## src/hw/rtl/xcrc_pkg.sv

```systemverilog
// shared types and line codes for the xmodem-crc block receiver
package xcrc_pkg;

    // line control bytes
    localparam logic [7:0] CH_SOH = 8'h01;
    localparam logic [7:0] CH_EOT = 8'h04;
    localparam logic [7:0] CH_ACK = 8'h06;
    localparam logic [7:0] CH_NAK = 8'h15;
    localparam logic [7:0] CH_CAN = 8'h18;
    localparam logic [7:0] CH_C   = 8'h43;

    localparam logic [15:0] CRC_POLY = 16'h1021;

    // register reset values
    localparam logic [7:0]  RETRY_LIMIT_RST   = 8'd10;
    localparam logic [31:0] TIMEOUT_TICKS_RST = 32'((16000000 / 100) * 7);

    // register indexes on the config port
    localparam logic REG_RETRY_LIMIT   = 1'b0;
    localparam logic REG_TIMEOUT_TICKS = 1'b1;

    typedef enum logic [1:0] {
        CMD_START = 2'd0,
        CMD_BYTE  = 2'd1,
        CMD_TICK  = 2'd2,
        CMD_CLEAR = 2'd3
    } cmd_t;

    typedef enum logic [2:0] {
        ST_BUSY     = 3'd0,
        ST_ACCEPTED = 3'd1,
        ST_END      = 3'd2,
        ST_CANCEL   = 3'd3,
        ST_TIMEOUT  = 3'd4
    } status_t;

    typedef enum logic [2:0] {
        PH_IDLE  = 3'd0,
        PH_WAIT  = 3'd1,
        PH_NUM   = 3'd2,
        PH_CMPL  = 3'd3,
        PH_DATA  = 3'd4,
        PH_CRCH  = 3'd5,
        PH_CRCL  = 3'd6,
        PH_DRAIN = 3'd7
    } phase_t;

    typedef struct packed {
        logic       tx_valid;
        logic [7:0] tx_byte;
        logic       data_valid;
        logic [6:0] data_index;
        logic [7:0] data_byte;
        status_t    status;
    } result_t;

endpackage

```

## src/hw/rtl/xmodem_crc_block_receiver.sv

```systemverilog
// top level of the xmodem-crc block receiver: stream ports, registers, pipeline
//
// usage:
//  - input channel s_*: one item is a command in s_tuser (start, byte arrived,
//    timer tick, clear block counter) and the received line byte in s_tdata
//  - result channel m_*: exactly one item per input item, carrying the byte
//    to send back ('C', ACK or NAK), a delivered payload byte with its index,
//    and a status code (busy, block accepted, end, cancelled, timeout)
//  - apb port: retry_limit at 0x0, timeout_ticks at 0x4; write only while idle
//  - an input item goes through an input register, then one pass through the
//    framing/crc logic into the result register; throughput is one item per
//    cycle while m_tready is high
//  - payload bytes may show up again after a retry; keep them only once a
//    block accepted status follows
//  - reset (aresetn low, synchronous) empties both stages, puts the receiver
//    in idle with the block counter at zero and loads the register defaults
//  - when m_tready is low the result stage holds; the input stage still takes
//    one more item, after which s_tready drops until the result is taken
module xmodem_crc_block_receiver #(
    parameter int BLOCK_BYTES = 128
) (
    input  logic        aclk,
    input  logic        aresetn,
    // input channel
    input  logic        s_tvalid,
    output logic        s_tready,
    input  logic [7:0]  s_tdata,    // [7:0] rx_byte
    input  logic [1:0]  s_tuser,    // [1:0] command
    // result channel
    output logic        m_tvalid,
    input  logic        m_tready,
    // [0] tx_valid, [8:1] tx_byte, [9] data_valid, [16:10] data_index,
    // [24:17] data_byte, [27:25] status, [31:28] zero
    output logic [31:0] m_tdata,
    // configuration port
    input  logic        psel,
    input  logic        penable,
    input  logic        pwrite,
    input  logic [2:0]  paddr,
    input  logic [31:0] pwdata,
    output logic [31:0] prdata,
    output logic        pready
);
    import xcrc_pkg::*;

    // configuration registers
    logic [7:0]  retry_limit_reg;
    logic [31:0] timeout_ticks_reg;
    logic        cfg_wr;

    // input stage
    logic        in_vld_reg;
    cmd_t        cmd_reg;
    logic [7:0]  rx_byte_reg;

    // result stage
    logic        out_vld_reg;
    result_t     res_reg;
    result_t     res_next;

    logic        advance;

    assign pready = 1'b1;
    assign cfg_wr = psel && penable && pwrite && pready;

    always_ff @(posedge aclk) begin
        if (!aresetn) begin
            retry_limit_reg   <= RETRY_LIMIT_RST;
            timeout_ticks_reg <= TIMEOUT_TICKS_RST;
        end else if (cfg_wr) begin
            case (paddr[2])
                REG_RETRY_LIMIT:   retry_limit_reg   <= pwdata[7:0];
                REG_TIMEOUT_TICKS: timeout_ticks_reg <= pwdata;
                default: begin
                end
            endcase
        end
    end

    always_comb begin
        case (paddr[2])
            REG_RETRY_LIMIT:   prdata = {24'd0, retry_limit_reg};
            REG_TIMEOUT_TICKS: prdata = timeout_ticks_reg;
            default:           prdata = '0;
        endcase
    end

    // the input item moves into the logic pass when the result stage has room
    assign advance  = in_vld_reg && (!out_vld_reg || m_tready);
    assign s_tready = !in_vld_reg || advance;

    always_ff @(posedge aclk) begin
        if (!aresetn) begin
            in_vld_reg <= 1'b0;
        end else if (s_tready) begin
            in_vld_reg <= s_tvalid;
        end
    end

    always_ff @(posedge aclk) begin
        if (s_tready && s_tvalid) begin
            cmd_reg     <= cmd_t'(s_tuser);
            rx_byte_reg <= s_tdata;
        end
    end

    xcrc_fsm #(
        .BLOCK_BYTES (BLOCK_BYTES)
    ) u_fsm (
        .aclk          (aclk),
        .aresetn       (aresetn),
        .step_en       (advance),
        .cmd           (cmd_reg),
        .rx_byte       (rx_byte_reg),
        .retry_limit   (retry_limit_reg),
        .timeout_ticks (timeout_ticks_reg),
        .result        (res_next)
    );

    always_ff @(posedge aclk) begin
        if (!aresetn) begin
            out_vld_reg <= 1'b0;
        end else if (advance) begin
            out_vld_reg <= 1'b1;
        end else if (m_tready) begin
            out_vld_reg <= 1'b0;
        end
    end

    always_ff @(posedge aclk) begin
        if (advance) begin
            res_reg <= res_next;
        end
    end

    assign m_tvalid = out_vld_reg;
    assign m_tdata  = {4'd0, res_reg.status, res_reg.data_byte, res_reg.data_index,
                       res_reg.data_valid, res_reg.tx_byte, res_reg.tx_valid};

`ifndef SYNTHESIS
    // both stages come out of reset empty
    a_reset_empty: assert property (@(posedge aclk)
        !aresetn |=> !m_tvalid && !in_vld_reg)
        else $error("pipeline not empty after reset");

    // input side only stalls when both stages are full and the output is stalled
    a_stall_cause: assert property (@(posedge aclk) disable iff (!aresetn)
        !s_tready |-> in_vld_reg && out_vld_reg && !m_tready)
        else $error("input stalled without a full pipeline");

    // a payload byte never comes with a reply byte or a final status
    a_data_alone: assert property (@(posedge aclk) disable iff (!aresetn)
        m_tvalid && res_reg.data_valid |-> !res_reg.tx_valid && res_reg.status == ST_BUSY)
        else $error("payload byte mixed with reply or status");

    // unused fields read as zero
    a_zero_fields: assert property (@(posedge aclk) disable iff (!aresetn)
        m_tvalid && !res_reg.tx_valid |-> res_reg.tx_byte == 8'd0)
        else $error("tx byte set without tx valid");
`endif

endmodule

```

## src/hw/rtl/xcrc_crc16.sv

```systemverilog
// byte-wide crc-16/xmodem update
module xcrc_crc16 (
    input  logic [15:0] crc_in,
    input  logic [7:0]  data_in,
    output logic [15:0] crc_out
);
    import xcrc_pkg::*;

    always_comb begin
        logic [15:0] c;
        c = crc_in ^ {data_in, 8'h00};
        for (int k = 0; k < 8; k++) begin
            if (c[15]) begin
                c = {c[14:0], 1'b0} ^ CRC_POLY;
            end else begin
                c = {c[14:0], 1'b0};
            end
        end
        crc_out = c;
    end

endmodule

```

## src/hw/rtl/xcrc_fsm.sv

```systemverilog
// framing, sequence and timeout state machine, one item per step
module xcrc_fsm #(
    parameter int BLOCK_BYTES = 128
) (
    input  logic              aclk,
    input  logic              aresetn,
    input  logic              step_en,
    input  xcrc_pkg::cmd_t    cmd,
    input  logic [7:0]        rx_byte,
    input  logic [7:0]        retry_limit,
    input  logic [31:0]       timeout_ticks,
    output xcrc_pkg::result_t result
);
    import xcrc_pkg::*;

    localparam logic [7:0] LAST_COUNT = 8'(BLOCK_BYTES);

    phase_t      phase_reg, phase_next;
    logic [7:0]  block_count_reg, block_count_next;
    logic [7:0]  retries_left_reg, retries_left_next;
    logic [15:0] running_crc_reg, running_crc_next;
    logic [7:0]  byte_position_reg, byte_position_next;
    logic [7:0]  header_number_reg, header_number_next;
    logic [7:0]  check_hi_reg, check_hi_next;
    logic        accept_new_reg, accept_new_next;
    logic [7:0]  reply_byte_reg, reply_byte_next;
    logic [31:0] idle_count_reg, idle_count_next;

    logic [15:0] crc_upd;
    logic [31:0] idle_inc;
    logic [7:0]  pos_inc;
    logic [7:0]  retries_dec;

    xcrc_crc16 u_crc (
        .crc_in  (running_crc_reg),
        .data_in (rx_byte),
        .crc_out (crc_upd)
    );

    assign idle_inc    = (idle_count_reg == '1) ? idle_count_reg : idle_count_reg + 32'd1;
    assign pos_inc     = byte_position_reg + 8'd1;
    assign retries_dec = retries_left_reg - 8'd1;

    always_ff @(posedge aclk) begin
        if (!aresetn) begin
            phase_reg         <= PH_IDLE;
            block_count_reg   <= '0;
            retries_left_reg  <= '0;
            running_crc_reg   <= '0;
            byte_position_reg <= '0;
            header_number_reg <= '0;
            check_hi_reg      <= '0;
            accept_new_reg    <= 1'b0;
            reply_byte_reg    <= '0;
            idle_count_reg    <= '0;
        end else if (step_en) begin
            phase_reg         <= phase_next;
            block_count_reg   <= block_count_next;
            retries_left_reg  <= retries_left_next;
            running_crc_reg   <= running_crc_next;
            byte_position_reg <= byte_position_next;
            header_number_reg <= header_number_next;
            check_hi_reg      <= check_hi_next;
            accept_new_reg    <= accept_new_next;
            reply_byte_reg    <= reply_byte_next;
            idle_count_reg    <= idle_count_next;
        end
    end

    always_comb begin
        phase_next         = phase_reg;
        block_count_next   = block_count_reg;
        retries_left_next  = retries_left_reg;
        running_crc_next   = running_crc_reg;
        byte_position_next = byte_position_reg;
        header_number_next = header_number_reg;
        check_hi_next      = check_hi_reg;
        accept_new_next    = accept_new_reg;
        reply_byte_next    = reply_byte_reg;
        idle_count_next    = idle_count_reg;
        result             = '0;

        case (cmd)
            CMD_START: begin
                reply_byte_next   = (block_count_reg != 8'd0) ? CH_ACK : CH_C;
                retries_left_next = retry_limit;
                phase_next        = PH_WAIT;
                running_crc_next  = '0;
                idle_count_next   = '0;
                result.tx_valid   = 1'b1;
                result.tx_byte    = reply_byte_next;
            end
            CMD_CLEAR: begin
                block_count_next = '0;
            end
            CMD_BYTE: begin
                if (phase_reg != PH_IDLE) begin
                    idle_count_next = '0;
                    case (phase_reg)
                        PH_WAIT: begin
                            if (rx_byte == CH_EOT) begin
                                result.tx_valid = 1'b1;
                                result.tx_byte  = CH_ACK;
                                result.status   = ST_END;
                                phase_next      = PH_IDLE;
                            end else if (rx_byte == CH_CAN) begin
                                result.status = ST_CANCEL;
                                phase_next    = PH_IDLE;
                            end else if (rx_byte == CH_SOH) begin
                                phase_next = PH_NUM;
                            end else begin
                                phase_next = PH_DRAIN;
                            end
                        end
                        PH_NUM: begin
                            header_number_next = rx_byte;
                            phase_next         = PH_CMPL;
                        end
                        PH_CMPL: begin
                            if (~rx_byte != header_number_reg) begin
                                phase_next = PH_DRAIN;
                            end else if (header_number_reg == block_count_reg) begin
                                accept_new_next    = 1'b0;
                                byte_position_next = '0;
                                phase_next         = PH_DATA;
                            end else if (header_number_reg == block_count_reg + 8'd1) begin
                                accept_new_next    = 1'b1;
                                byte_position_next = '0;
                                phase_next         = PH_DATA;
                            end else begin
                                result.status = ST_CANCEL;
                                phase_next    = PH_IDLE;
                            end
                        end
                        PH_DATA: begin
                            running_crc_next = crc_upd;
                            if (accept_new_reg) begin
                                result.data_valid = 1'b1;
                                result.data_index = byte_position_reg[6:0];
                                result.data_byte  = rx_byte;
                            end
                            byte_position_next = pos_inc;
                            if (pos_inc >= LAST_COUNT) begin
                                phase_next = PH_CRCH;
                            end
                        end
                        PH_CRCH: begin
                            check_hi_next = rx_byte;
                            phase_next    = PH_CRCL;
                        end
                        PH_CRCL: begin
                            if ({check_hi_reg, rx_byte} != running_crc_reg) begin
                                phase_next = PH_DRAIN;
                            end else if (!accept_new_reg) begin
                                // duplicate block: ack right away and re-arm
                                reply_byte_next  = CH_ACK;
                                phase_next       = PH_WAIT;
                                running_crc_next = '0;
                                result.tx_valid  = 1'b1;
                                result.tx_byte   = CH_ACK;
                            end else begin
                                block_count_next = block_count_reg + 8'd1;
                                result.status    = ST_ACCEPTED;
                                phase_next       = PH_IDLE;
                            end
                        end
                        default: begin
                            // drain: swallow bytes
                        end
                    endcase
                end
            end
            CMD_TICK: begin
                if (phase_reg != PH_IDLE) begin
                    idle_count_next = idle_inc;
                    if (idle_inc >= timeout_ticks) begin
                        if (phase_reg == PH_DRAIN) begin
                            reply_byte_next  = CH_NAK;
                            phase_next       = PH_WAIT;
                            running_crc_next = '0;
                            idle_count_next  = '0;
                            result.tx_valid  = 1'b1;
                            result.tx_byte   = CH_NAK;
                        end else begin
                            retries_left_next = retries_dec;
                            if (retries_dec != 8'd0) begin
                                if (phase_reg != PH_WAIT) begin
                                    reply_byte_next = CH_NAK;
                                end
                                phase_next       = PH_WAIT;
                                running_crc_next = '0;
                                idle_count_next  = '0;
                                result.tx_valid  = 1'b1;
                                result.tx_byte   = reply_byte_next;
                            end else begin
                                result.status = ST_TIMEOUT;
                                phase_next    = PH_IDLE;
                            end
                        end
                    end
                end
            end
            default: begin
            end
        endcase
    end

endmodule
```

## config.mk

```make
export PLATFORM = sky130hd
export DESIGN_NAME = xmodem_crc_block_receiver
export DESIGN_NICKNAME = d
export VERILOG_FILES = /design/src/hw/rtl/xcrc_pkg.sv /design/src/hw/rtl/xmodem_crc_block_receiver.sv /design/src/hw/rtl/xcrc_crc16.sv /design/src/hw/rtl/xcrc_fsm.sv
export SDC_FILE = /design/constraint.sdc
export NUM_CORES = 1
export LEC_CHECK = 0
export BUFFER_PORTS_ARGS = -buffer_cell sky130_fd_sc_hd__buf_2
export CORE_AREA = 2 2 127 129
export CTS_BUF_LIST = sky130_fd_sc_hd__clkbuf_8
export DETAILED_ROUTE_END_ITERATION = 8
export DIE_AREA = 0 0 129 131
export PLACE_DENSITY = 0.95
export SYNTH_ARGS = -nofsm -noshare
export SYNTH_HDL_FRONTEND = slang
export SYNTH_SLANG_ARGS = --single-unit
export TNS_END_PERCENT = 30
```

## constraint.sdc

```tcl
create_clock -name aclk -period 6.55 [get_ports aclk]
set_input_delay 1.31 -clock aclk [delete_from_list [all_inputs] [get_ports aclk]]
set_output_delay 1.31 -clock aclk [all_outputs]
set_load 0.005 [all_outputs]
```

==> impl_results.md, run 1 <==
* Status: finished, final reports clean
* Max incr delay on CP at 0.60 ns
* Kind of critical path: register to register
* CP Buf/Inv Count at 1
* Family with the most delay on the worst path: simple AND/OR/NAND/NOR gates
* I/O pins at 119
* Final setup vio count at 0
* Average size of a mapped cell at 8.68 um2
* Cell count after placement at 1433
* Pwr/cell area at a little under 200 nW/um2
* Ys flop type: dfxtp_1
* CTS HTree Levels at 4
* Post-synth top area share at 28.2%
* Max-cap viol count at 0
* CTS tree: built
* First-pass GRT wire length at 41.1 mm
* Clock transition at the registers of the reported paths at approximately 0.090 ns
* IO Port Bufs at approximately 110
* Core box area at around 16000 um2
* Fin crit share at 82.9%
* Synth top area cells: dfxtp_1, edfxtp_1, nand2_1, ha_1, xor2_1
* Hold/Removal Path Class: register to register
* Layout cells sized above 1 at 14.8%
* Routability cong. at 0.929
* Initial antenna violation count at 0
* Final hold violations at 0
* Ant diodes at 0
* Worst path required time at about 6.9 ns
* CP cell instances: and3_1 -> nand4_1 -> nor4_1 -> or4_1 -> nand2b_4 -> xnor2_1 -> ha_1 -> nand4_1 -> or4_1 -> a211oi_2 -> nand2_1 -> o211a_1 -> o21ai_1 -> buf_4 -> nor2_1
* DRT antenna net count at 0
* Commonest non-fill, non-tap cell in the layout: nand2_1
* Worst VDD drop at ~0.00014 V
* Setup tns final at 0 ns
* # clock sinks at 180
* # hold bufs at CTS at 0
* Initial DRC count at roughly 1100
* Hold Path Origin: timeout_ticks_reg[18]
* Ys Warns at 0
* Crit path max fanout at 13
* Max Clk Rate at 0.184 GHz
* Slowest CP cell: or4_1
* Vias per inst at 6.21
* Die ar. at ~17000 um2
* CP Capture Type: register
* Max-slew violation count at 0
* Cell Area, Synth at 10100 um2
* P_leak at about 4.7 nW
* Async S/R FF share, synth at 0%
* Clk_lat worst skew at 0.49 ns
* Area growth from synthesis to layout at 10.2%
* Commonest cells after routing, fill and taps aside: nand2_1, dfxtp_1, nor2_1
* Slew at the pin with the worst max-slew slack at around 1.2 ns
* Minimum clock period at around 5.4 ns
* Final WL at about 26 mm
* Launching point of the worst reg2reg path: u_fsm.idle_count_reg[20]
* Arrival time worst endpoint at roughly 5.8 ns
* Vias in the first global route at 8710
* CTS resizes at 0
* Slew HR at 19.0%
* Power Total at 0.00221 W
* Clock root buffer: clkbuf_8
* Die W at 129 um
* Fin nets at approximately 1300
* Non-filler instance count after layout at 1465
* Maximum number of pins on one net before global-route repair at 62
* Total gr overflow at 0
* Hpwl dp at 17.9 mm
* # rows at 46
* Largest area contributor in the netlist: dfxtp_1
* #FFs+latches synth at 180
* Max clock buf depth at 2
* Postcts setup bufs at 0
* Crit path launch type: register
* TritonRoute pass-1 iters at 8
* Mapped Cells at 1162
* Post-synth EDFFs at 38
* RSZ-0062 raised after global routing: false
* Post-DR wirelength/cell at 17.6 um
* Worst Setup SP: u_fsm.idle_count_reg[20]
* Final Skew at about 0.013 ns
* Via count at 9101
* Seq/Total Area, Yosys at about two fifths
* DRC Markers at 0
* Library cells used by synthesis at slightly above 80
* Total GRT Usage at 30.5%
* Initial Utilization at 64.7%
* CTS Buf Count at 17
* Die Ht at 131 um
==> power breakdown <==
group          switching (W)  leakage [nW]  total [W]  internal, W
sequential         0.0000212          1.51    0.00117      0.00115
clock               0.000406         0.222   0.000857     0.000451
combinational       0.000114          2.97   0.000179    0.0000647
==> kinds of logic after synthesis <==
group                      after synthesis  share of synthesized area (%)
buffers and inverters                  120                           4.97
AOI/OAI and AO/OA                      182                           13.0
and+or+nand+nor                        475                           22.5
DFF                                    180                           39.5
other                                    2                         0.0745
adders and majority gates               43                           5.33
muxes                                   47                           4.80
xor gates and xnor gates               113                           9.81
==> routing by layer <==
metal  GRT usage (%)  vias to the layer above  wire, um
li1                -                     4199         -
met1            38.5                     4265     10400
met2            50.1                      547     12100
met3            6.96                       90      2500
met4            14.1                        0       804
met5               0                        -         0
==> stage by stage <==
step	util, %	setup WS [ns]	area [um2]	hold WS (ns)
6_report	71.3	1.12	11100	0.460
3_5_place_dp	68.4	1.40	10700	0.448
5_1_grt	71.3	0.871	11100	0.481
3_3_place_gp	68.4	1.59	10700	0.443
2_1_floorplan	-	2.32	10100	0.436
4_1_cts	71.3	1.31	11100	0.460
==> worst register-to-register path, delay by kind of cell (launching register included) <==
kind,cells,cell delay [ns]
xor+xnor,1,0.08
compound gates,3,1.32
fa+ha+maj,1,0.31
flops,1,0.44
simple gates,9,2.88
buf+inv,1,0.29
==> cell usage after synthesis (all sizes together) (28+ instances only) <==
cell / n
a21oi: 61
clkbuf: 45
dfxtp: 142
edfxtp: 38
ha: 43
inv: 55
mux2i: 36
nand2: 171
nand3: 35
nand4: 28
nor2: 114
xnor2: 52
xor2: 61
==> final timing paths <==
kind / endpoint / slack, ns / cells past startpoint
max: u_fsm.idle_count_reg[20] / 1.12 / 15
min: timeout_ticks_reg[18] / 0.46 / 2
max reg2reg: u_fsm.idle_count_reg[20] / 1.12 / 15
min reg2reg: timeout_ticks_reg[18] / 0.46 / 2
==> layout make-up <==
class	count	area, um2
inverter	56	210
sequential	180	3980
fill	1055	4480
timing repair buffer	116	593
clock inverter	15	214
tap	216	270
multi-input combinational	865	5620
clock buffer	17	234
Power figures use the tool's default switching activity.
==> run 2: changes to the inputs <==
--- a/config.mk
+++ b/config.mk
@@ -6,11 +6,11 @@
 export NUM_CORES = 1
 export LEC_CHECK = 0
 export BUFFER_PORTS_ARGS = -buffer_cell sky130_fd_sc_hd__buf_2
-export CORE_AREA = 2 2 127 129
+export CORE_AREA = 2 2 139 141
 export CTS_BUF_LIST = sky130_fd_sc_hd__clkbuf_8
 export DETAILED_ROUTE_END_ITERATION = 8
-export DIE_AREA = 0 0 129 131
-export PLACE_DENSITY = 0.95
+export DIE_AREA = 0 0 141 143
+export PLACE_DENSITY = 0.89
 export SYNTH_ARGS = -nofsm -noshare
 export SYNTH_HDL_FRONTEND = slang
 export SYNTH_SLANG_ARGS = --single-unit
==> constraint.sdc (replaced) <==
create_clock -name aclk -period 4.85 [get_ports aclk]
set_input_delay 0.97 -clock aclk [delete_from_list [all_inputs] [get_ports aclk]]
set_output_delay 0.97 -clock aclk [all_outputs]
set_load 0.005 [all_outputs]
==> impl_results.md, run 2 (synthesis results as in run 1) <==
* Status: finished, final reports clean
* Layout cells sized above 1 at 16.6% (+1.8 points)
* I/O pins at 119 (unchanged)
* Max-cap viol count at 0 (unchanged)
* Register-to-register setup slack at 0.17 ns (-0.95 ns)
* Clk_lat worst skew at 0.48 ns (about the same)
* Ant diodes at 0 (unchanged)
* Worst path required time at 5.22 ns (-1.71 ns)
* Total gr overflow at 0 (unchanged)
* RSZ-0062 raised after global routing: true
* Number of cells on the critical path at 14 (-1)
* DRT antenna net count at 0 (unchanged)
* Max clock buf depth at 2 (unchanged)
* # hold bufs at CTS at 0 (unchanged)
* Family with the most delay on the worst path: compound AO/OA/AOI/OAI gates
* CTS HTree Levels at 4 (unchanged)
* Commonest cells after routing, fill and taps aside: nand2_1, dfxtp_1, nor2_1
* Final hold violations at 0 (unchanged)
* Slew HR at 18.6% (-0.41 points)
* Commonest non-fill, non-tap cell in the layout: nand2_1
* First-pass GRT wire length at 40.4 mm (-1.9%)
* CTS resizes at 0 (unchanged)
* Via count at 8877 (-2.5%)
* Minimum clock period at 4.68 ns (-0.749 ns)
* Slew at the pin with the worst max-slew slack at 1.22 ns (+0.00610 ns)
* IO Port Bufs at 111 (unchanged)
* Die Ht at 143 um (+9.2%)
* Hpwl dp at 17.6 mm (-2.1%)
* Final Util at 60.7% (-11 points)
* DRC Markers at 0 (unchanged)
* CP cell instances: and3_1 -> nand4_1 -> or4_1 -> and3_1 -> nand2_1 -> xnor2_1 -> ha_1 -> a21o_1 -> a21o_1 -> a2111o_1 -> o31a_1 -> o311ai_2 -> mux2_2 -> a22o_1
* CP Capture Point: u_fsm.phase_reg[2]
* Max Clk Rate at 0.214 GHz (+16%)
* Pwr/cell area at 254 nW/um2 (+28%)
* Maximum number of pins on one net before global-route repair at 62 (unchanged)
* Fin crit share at 96.5% (+14 points)
* Max-slew violation count at 0 (unchanged)
* TritonRoute pass-1 iters at 5 (-3)
* Initial antenna violation count at 0 (unchanged)
* Fin nets at 1354 (+1.7%)
* Kind of critical path: register to register
* Core box area at 18600 um2 (+19%)
* Total GRT Usage at 24.6% (-5.8 points)
* Final setup vio count at 0 (unchanged)
* # rows at 50 (+8.7%)
* Final WL at 24.4 mm (-5.4%)
* CTS tree: built
* Worst hold slack at 0.458 ns (-0.00255 ns)
* Crit path max fanout at 6 (-7)
* Non-filler instance count after layout at 1506 (+2.8%)
* Vias per inst at 5.89 (-5.1%)
* Reg2reg path depth at 14 (-1)
* P_leak at 4.81 nW (+2.3%)
* Final Skew at 0.0145 ns (+0.00112 ns)
* Clock transition at the registers of the reported paths at 0.10 ns (about the same)
* # clock sinks at 180 (unchanged)
* Die W at 141 um (+9.3%)
* Clock root buffer: clkbuf_8
* Launching point of the worst reg2reg path: u_fsm.idle_count_reg[20]
* CP Capture Type: register
* Max incr delay on CP at 0.68 ns (+0.08 ns)
* Initial DRC count at 880 (-22%)
* Post-DR wirelength/cell at 16.2 um (-7.9%)
* Worst Setup SP: u_fsm.idle_count_reg[20]
* Initial Utilization at 54.3% (-10 points)
* Die ar. at 20200 um2 (+19%)
* FF-to-FF End: u_fsm.phase_reg[2]
* Routability cong. at 0.921 (-0.88%)
* Slowest CP cell: or4_1
* Hold/Removal Path Class: register to register
* Cell count after placement at 1474 (+2.9%)
* CP Buf/Inv Count at 0 (-1)
* Worst VDD drop at 0.000214 V (+52%)
* Crit path launch type: register
* Postcts setup bufs at 0 (unchanged)
* Vias in the first global route at 8279 (-4.9%)
* Area growth from synthesis to layout at 11.8%
* Arrival time worst endpoint at 5.05 ns (-0.76 ns)
* CTS Buf Count at 17 (unchanged)
[run 2: per-layer routing]
layer	vias up	track usage (%)	wire, um
met1	4211	33.9	11000
met5	-	0	0
met4	0	8.00	547
li1	4254	-	-
met3	49	3.99	1610
met2	363	39.8	11300
[run 2: how the worst min path moves through the flow]
stage,start,end,cells past startpoint
global placement,timeout_ticks_reg[25],timeout_ticks_reg[25],2
finish,timeout_ticks_reg[17],timeout_ticks_reg[17],2
CTS,timeout_ticks_reg[22],timeout_ticks_reg[22],2
detailed placement,timeout_ticks_reg[22],timeout_ticks_reg[22],2
floorplan,timeout_ticks_reg[11],timeout_ticks_reg[11],2
global route,timeout_ticks_reg[28],timeout_ticks_reg[28],2
[run 2: power breakdown]
part	leakage, nW	internal, W	total, W	switching [W]
Clock	0.212	0.000461	0.00104	0.000579
Sequential	1.51	0.00156	0.00158	0.0000283
Combinational	3.09	0.0000888	0.000239	0.000150
[run 2: tightest hold or removal path, cell delays in order (launching register included)]
cell,delay [ns]
dfxtp_1,0.32
nand2_1,0.05
a21oi_1,0.05
[run 2: per-stage QoR]
step	setup TNS [ns]	setup slack [ns]	cell area [um2]	power (W)
detailed placement	0	0.160	10900	0.00185
finish	0	0.172	11300	0.00286
CTS	0	0.108	11300	0.00286
global route	-0.0133	-0.0133	11300	0.00295
floorplan	0	0.619	10100	0.00177
global placement	0	0.267	10900	0.00184
[run 2: layout make-up]
cell class,count,area (um2)
timing repair buffer,139,766
sequential,180,3980
fill,1532,7300
inverter,56,210
multi-input combinational,865,5630
clock buffer,20,275
tap,234,293
clock inverter,12,121
==> run 3: changes to the inputs <==
==> constraint.sdc (replaced) <==
create_clock -name aclk -period 4.85 [get_ports aclk]
set_input_delay 0.485 -clock aclk [delete_from_list [all_inputs] [get_ports aclk]]
set_output_delay 0.485 -clock aclk [all_outputs]
set_load 0.005 [all_outputs]
==> impl_results.md, run 3 (synthesis results as in run 1) <==
* Routing usage on met3 at 4.83% (+0.84 points)
* Family with the most delay on the worst path: simple AND/OR/NAND/NOR gates
* Initial DRC count at 834 (-5.2%)
* Core box area at 18600 um2 (unchanged)
* Non-filler instance count after layout at 1505 (-0.066%)
* Setup tns final at 0 ns (unchanged)
* Max Clk Rate at 0.215 GHz (+0.67%)
* Power Total at 0.00282 W (-1.6%)
* Final Skew at 0.0165 ns (+0.00208 ns)
* # rows at 50 (unchanged)
* Vias per inst at 5.84 (-0.89%)
* CTS tree: built
* Maximum number of pins on one net before global-route repair at 62 (unchanged)
* Via count at 8792 (-0.96%)
* Worst path required time at 5.19 ns (-0.03 ns)
* Layout cells sized above 1 at 16.4% (-0.14 points)
* DRC Markers at 0 (unchanged)
* Met1 GRT Util at 32.0% (-1.9 points)
* Initial Utilization at 54.3% (unchanged)
* Met2 Usage GRT at 39.7% (-0.15 points)
* Clock root buffer: clkbuf_8
* P_leak at 4.79 nW (-0.54%)
* Die W at 141 um (unchanged)
* Slew at the pin with the worst max-slew slack at 1.24 ns (+0.0183 ns)
* DRT antenna net count at 0 (unchanged)
* Worst VDD drop at 0.000190 V (-11%)
* Hpwl dp at 17.7 mm (+0.74%)
* Arrival time worst endpoint at 4.99 ns (-0.06 ns)
* Routability cong. at 0.901 (-2.2%)
* Clock transition at the registers of the reported paths at 0.10 ns (about the same)
* Fin crit share at 95.8% (-0.65 points)
* Multi-input gate area at 5630 um2 (about the same)
* Gr busiest metal: met2
* Max-cap viol count at 0 (unchanged)
* Pwr/cell area at 251 nW/um2 (-1.3%)
* Die Ht at 143 um (unchanged)
* CP cell instances: and4_4 -> and3_1 -> nand3_2 -> or4_4 -> nand2b_4 -> xnor2_1 -> ha_1 -> nand4_1 -> or4_1 -> a211oi_2 -> o31a_1 -> nor2_1 -> or4b_4 -> o22ai_2
* Cell count after placement at 1473 (-0.068%)
* I/O pins at 119 (unchanged)
* Max-slew violation count at 0 (unchanged)
* Layout fillers at 1488 (-2.9%)
* Ant diodes at 0 (unchanged)
* CP Buf/Inv Count at 0 (unchanged)
* Fin nets at 1353 (-0.074%)
* Final hold violations at 0 (unchanged)
* CP Capture Type: register
* Slowest CP cell: or4b_4
* RSZ-0062 raised after global routing: false
* Clk_lat worst skew at 0.49 ns (about the same)
* CTS HTree Levels at 4 (unchanged)
* Final WL at 24.4 mm (about the same)
* Area growth from synthesis to layout at 11.4%
* TritonRoute pass-1 iters at 5 (unchanged)
* Commonest non-fill, non-tap cell in the layout: nand2_1
* # clock sinks at 180 (unchanged)
* Minimum clock period at 4.65 ns (-0.0313 ns)
* Initial antenna violation count at 0 (unchanged)
* Crit path launch type: register
* Max incr delay on CP at 0.60 ns (-0.08 ns)
* First-pass GRT wire length at 40.0 mm (-1.0%)
* Area taken by flip-flops and latches at 3980 um2 (unchanged)
* Max clock buf depth at 2 (unchanged)
* Final setup vio count at 0 (unchanged)
* CTS Buf Count at 17 (unchanged)
* Kind of critical path: register to register
* Total gr overflow at 0 (unchanged)
* Slew HR at 17.4% (-1.2 points)
* Hold/Removal Path Class: primary input to register
* Status: finished, final reports clean
* Commonest cells after routing, fill and taps aside: nand2_1, dfxtp_1, nor2_1
* Total GRT Usage at 24.5% (-0.15 points)
* Postcts setup bufs at 0 (unchanged)
* Die ar. at 20200 um2 (unchanged)
* Vias in the first global route at 8325 (+0.56%)
* Worst hold slack at 0.163 ns (-0.295 ns)
* Post-DR wirelength/cell at 16.2 um (about the same)
* IO Port Bufs at 111 (unchanged)
* Crit path max fanout at 9 (+3)
-- run 3: cell count changes in the layout (fill, tap and decap cells not counted), sizes merged --
cell,previous run,this run
clkinvlp,0,1
clkbuf,20,17
clkinv,3,6
inv,64,63
buf,139,138
-- run 3: repair_timing --
item / 4_1_cts / 5_1_grt
setup endpoints to repair: 0 / 14
gates resized for setup: 0 / 3
hold buffers: 0 / 0
-- run 3: path summary, 6_finish.rpt --
kind                                 from               endpoint  slack [ns]  cells past startpoint
setup / recovery  u_fsm.idle_count_reg[5]             m_tdata[7]        0.20                     14
hold reg to reg     timeout_ticks_reg[30]  timeout_ticks_reg[30]        0.46                      2
setup reg to reg  u_fsm.idle_count_reg[5]             m_tdata[7]        0.20                     14
hold / removal                 s_tdata[4]         rx_byte_reg[4]        0.16                      1
-- run 3: metal layers --
metal	share of wire, %	up-vias
li1	-	4243
met1	44	4136
met2	46	357
met3	6.8	56
met4	2.4	0
met5	0	-
-- run 3: worst reg2reg max path, delay by kind of cell, from the launching register on --
family	cells	cell delay, ns
AOI/OAI and AO/OA	3	0.76
xor gates and xnor gates	1	0.14
adders and majority gates	1	0.30
DFF	1	0.42
and+or+nand+nor	9	2.88
-- run 3: power breakdown --
group,total (W),internal [W],switching (W)
sequential,0.00158,0.00156,0.0000275
clock,0.000995,0.000412,0.000583
combinational,0.000238,0.0000889,0.000149
total,0.00282,0.00206,0.000760
-- run 3: metrics by stage --
stage / instance area (um2) / setup WS (ns) / utilization [%]
floorplan: 10100 / 0.619 / -
global placement: 10900 / 0.305 / 58.5
detailed placement: 10900 / 0.172 / 58.5
CTS: 11200 / 0.127 / 60.4
global route: 11200 / 0.0168 / 60.5
finish: 11200 / 0.203 / 60.5
-- run 3: area by class of cell --
type	count	share of cell area, %
clock inverters	15	1.18
flip-flops and latches	180	35.4
well taps	234	2.60
clock buffers	17	2.08
inverters	56	1.87
repair buffers	138	6.75
multi-input cells	865	50.1
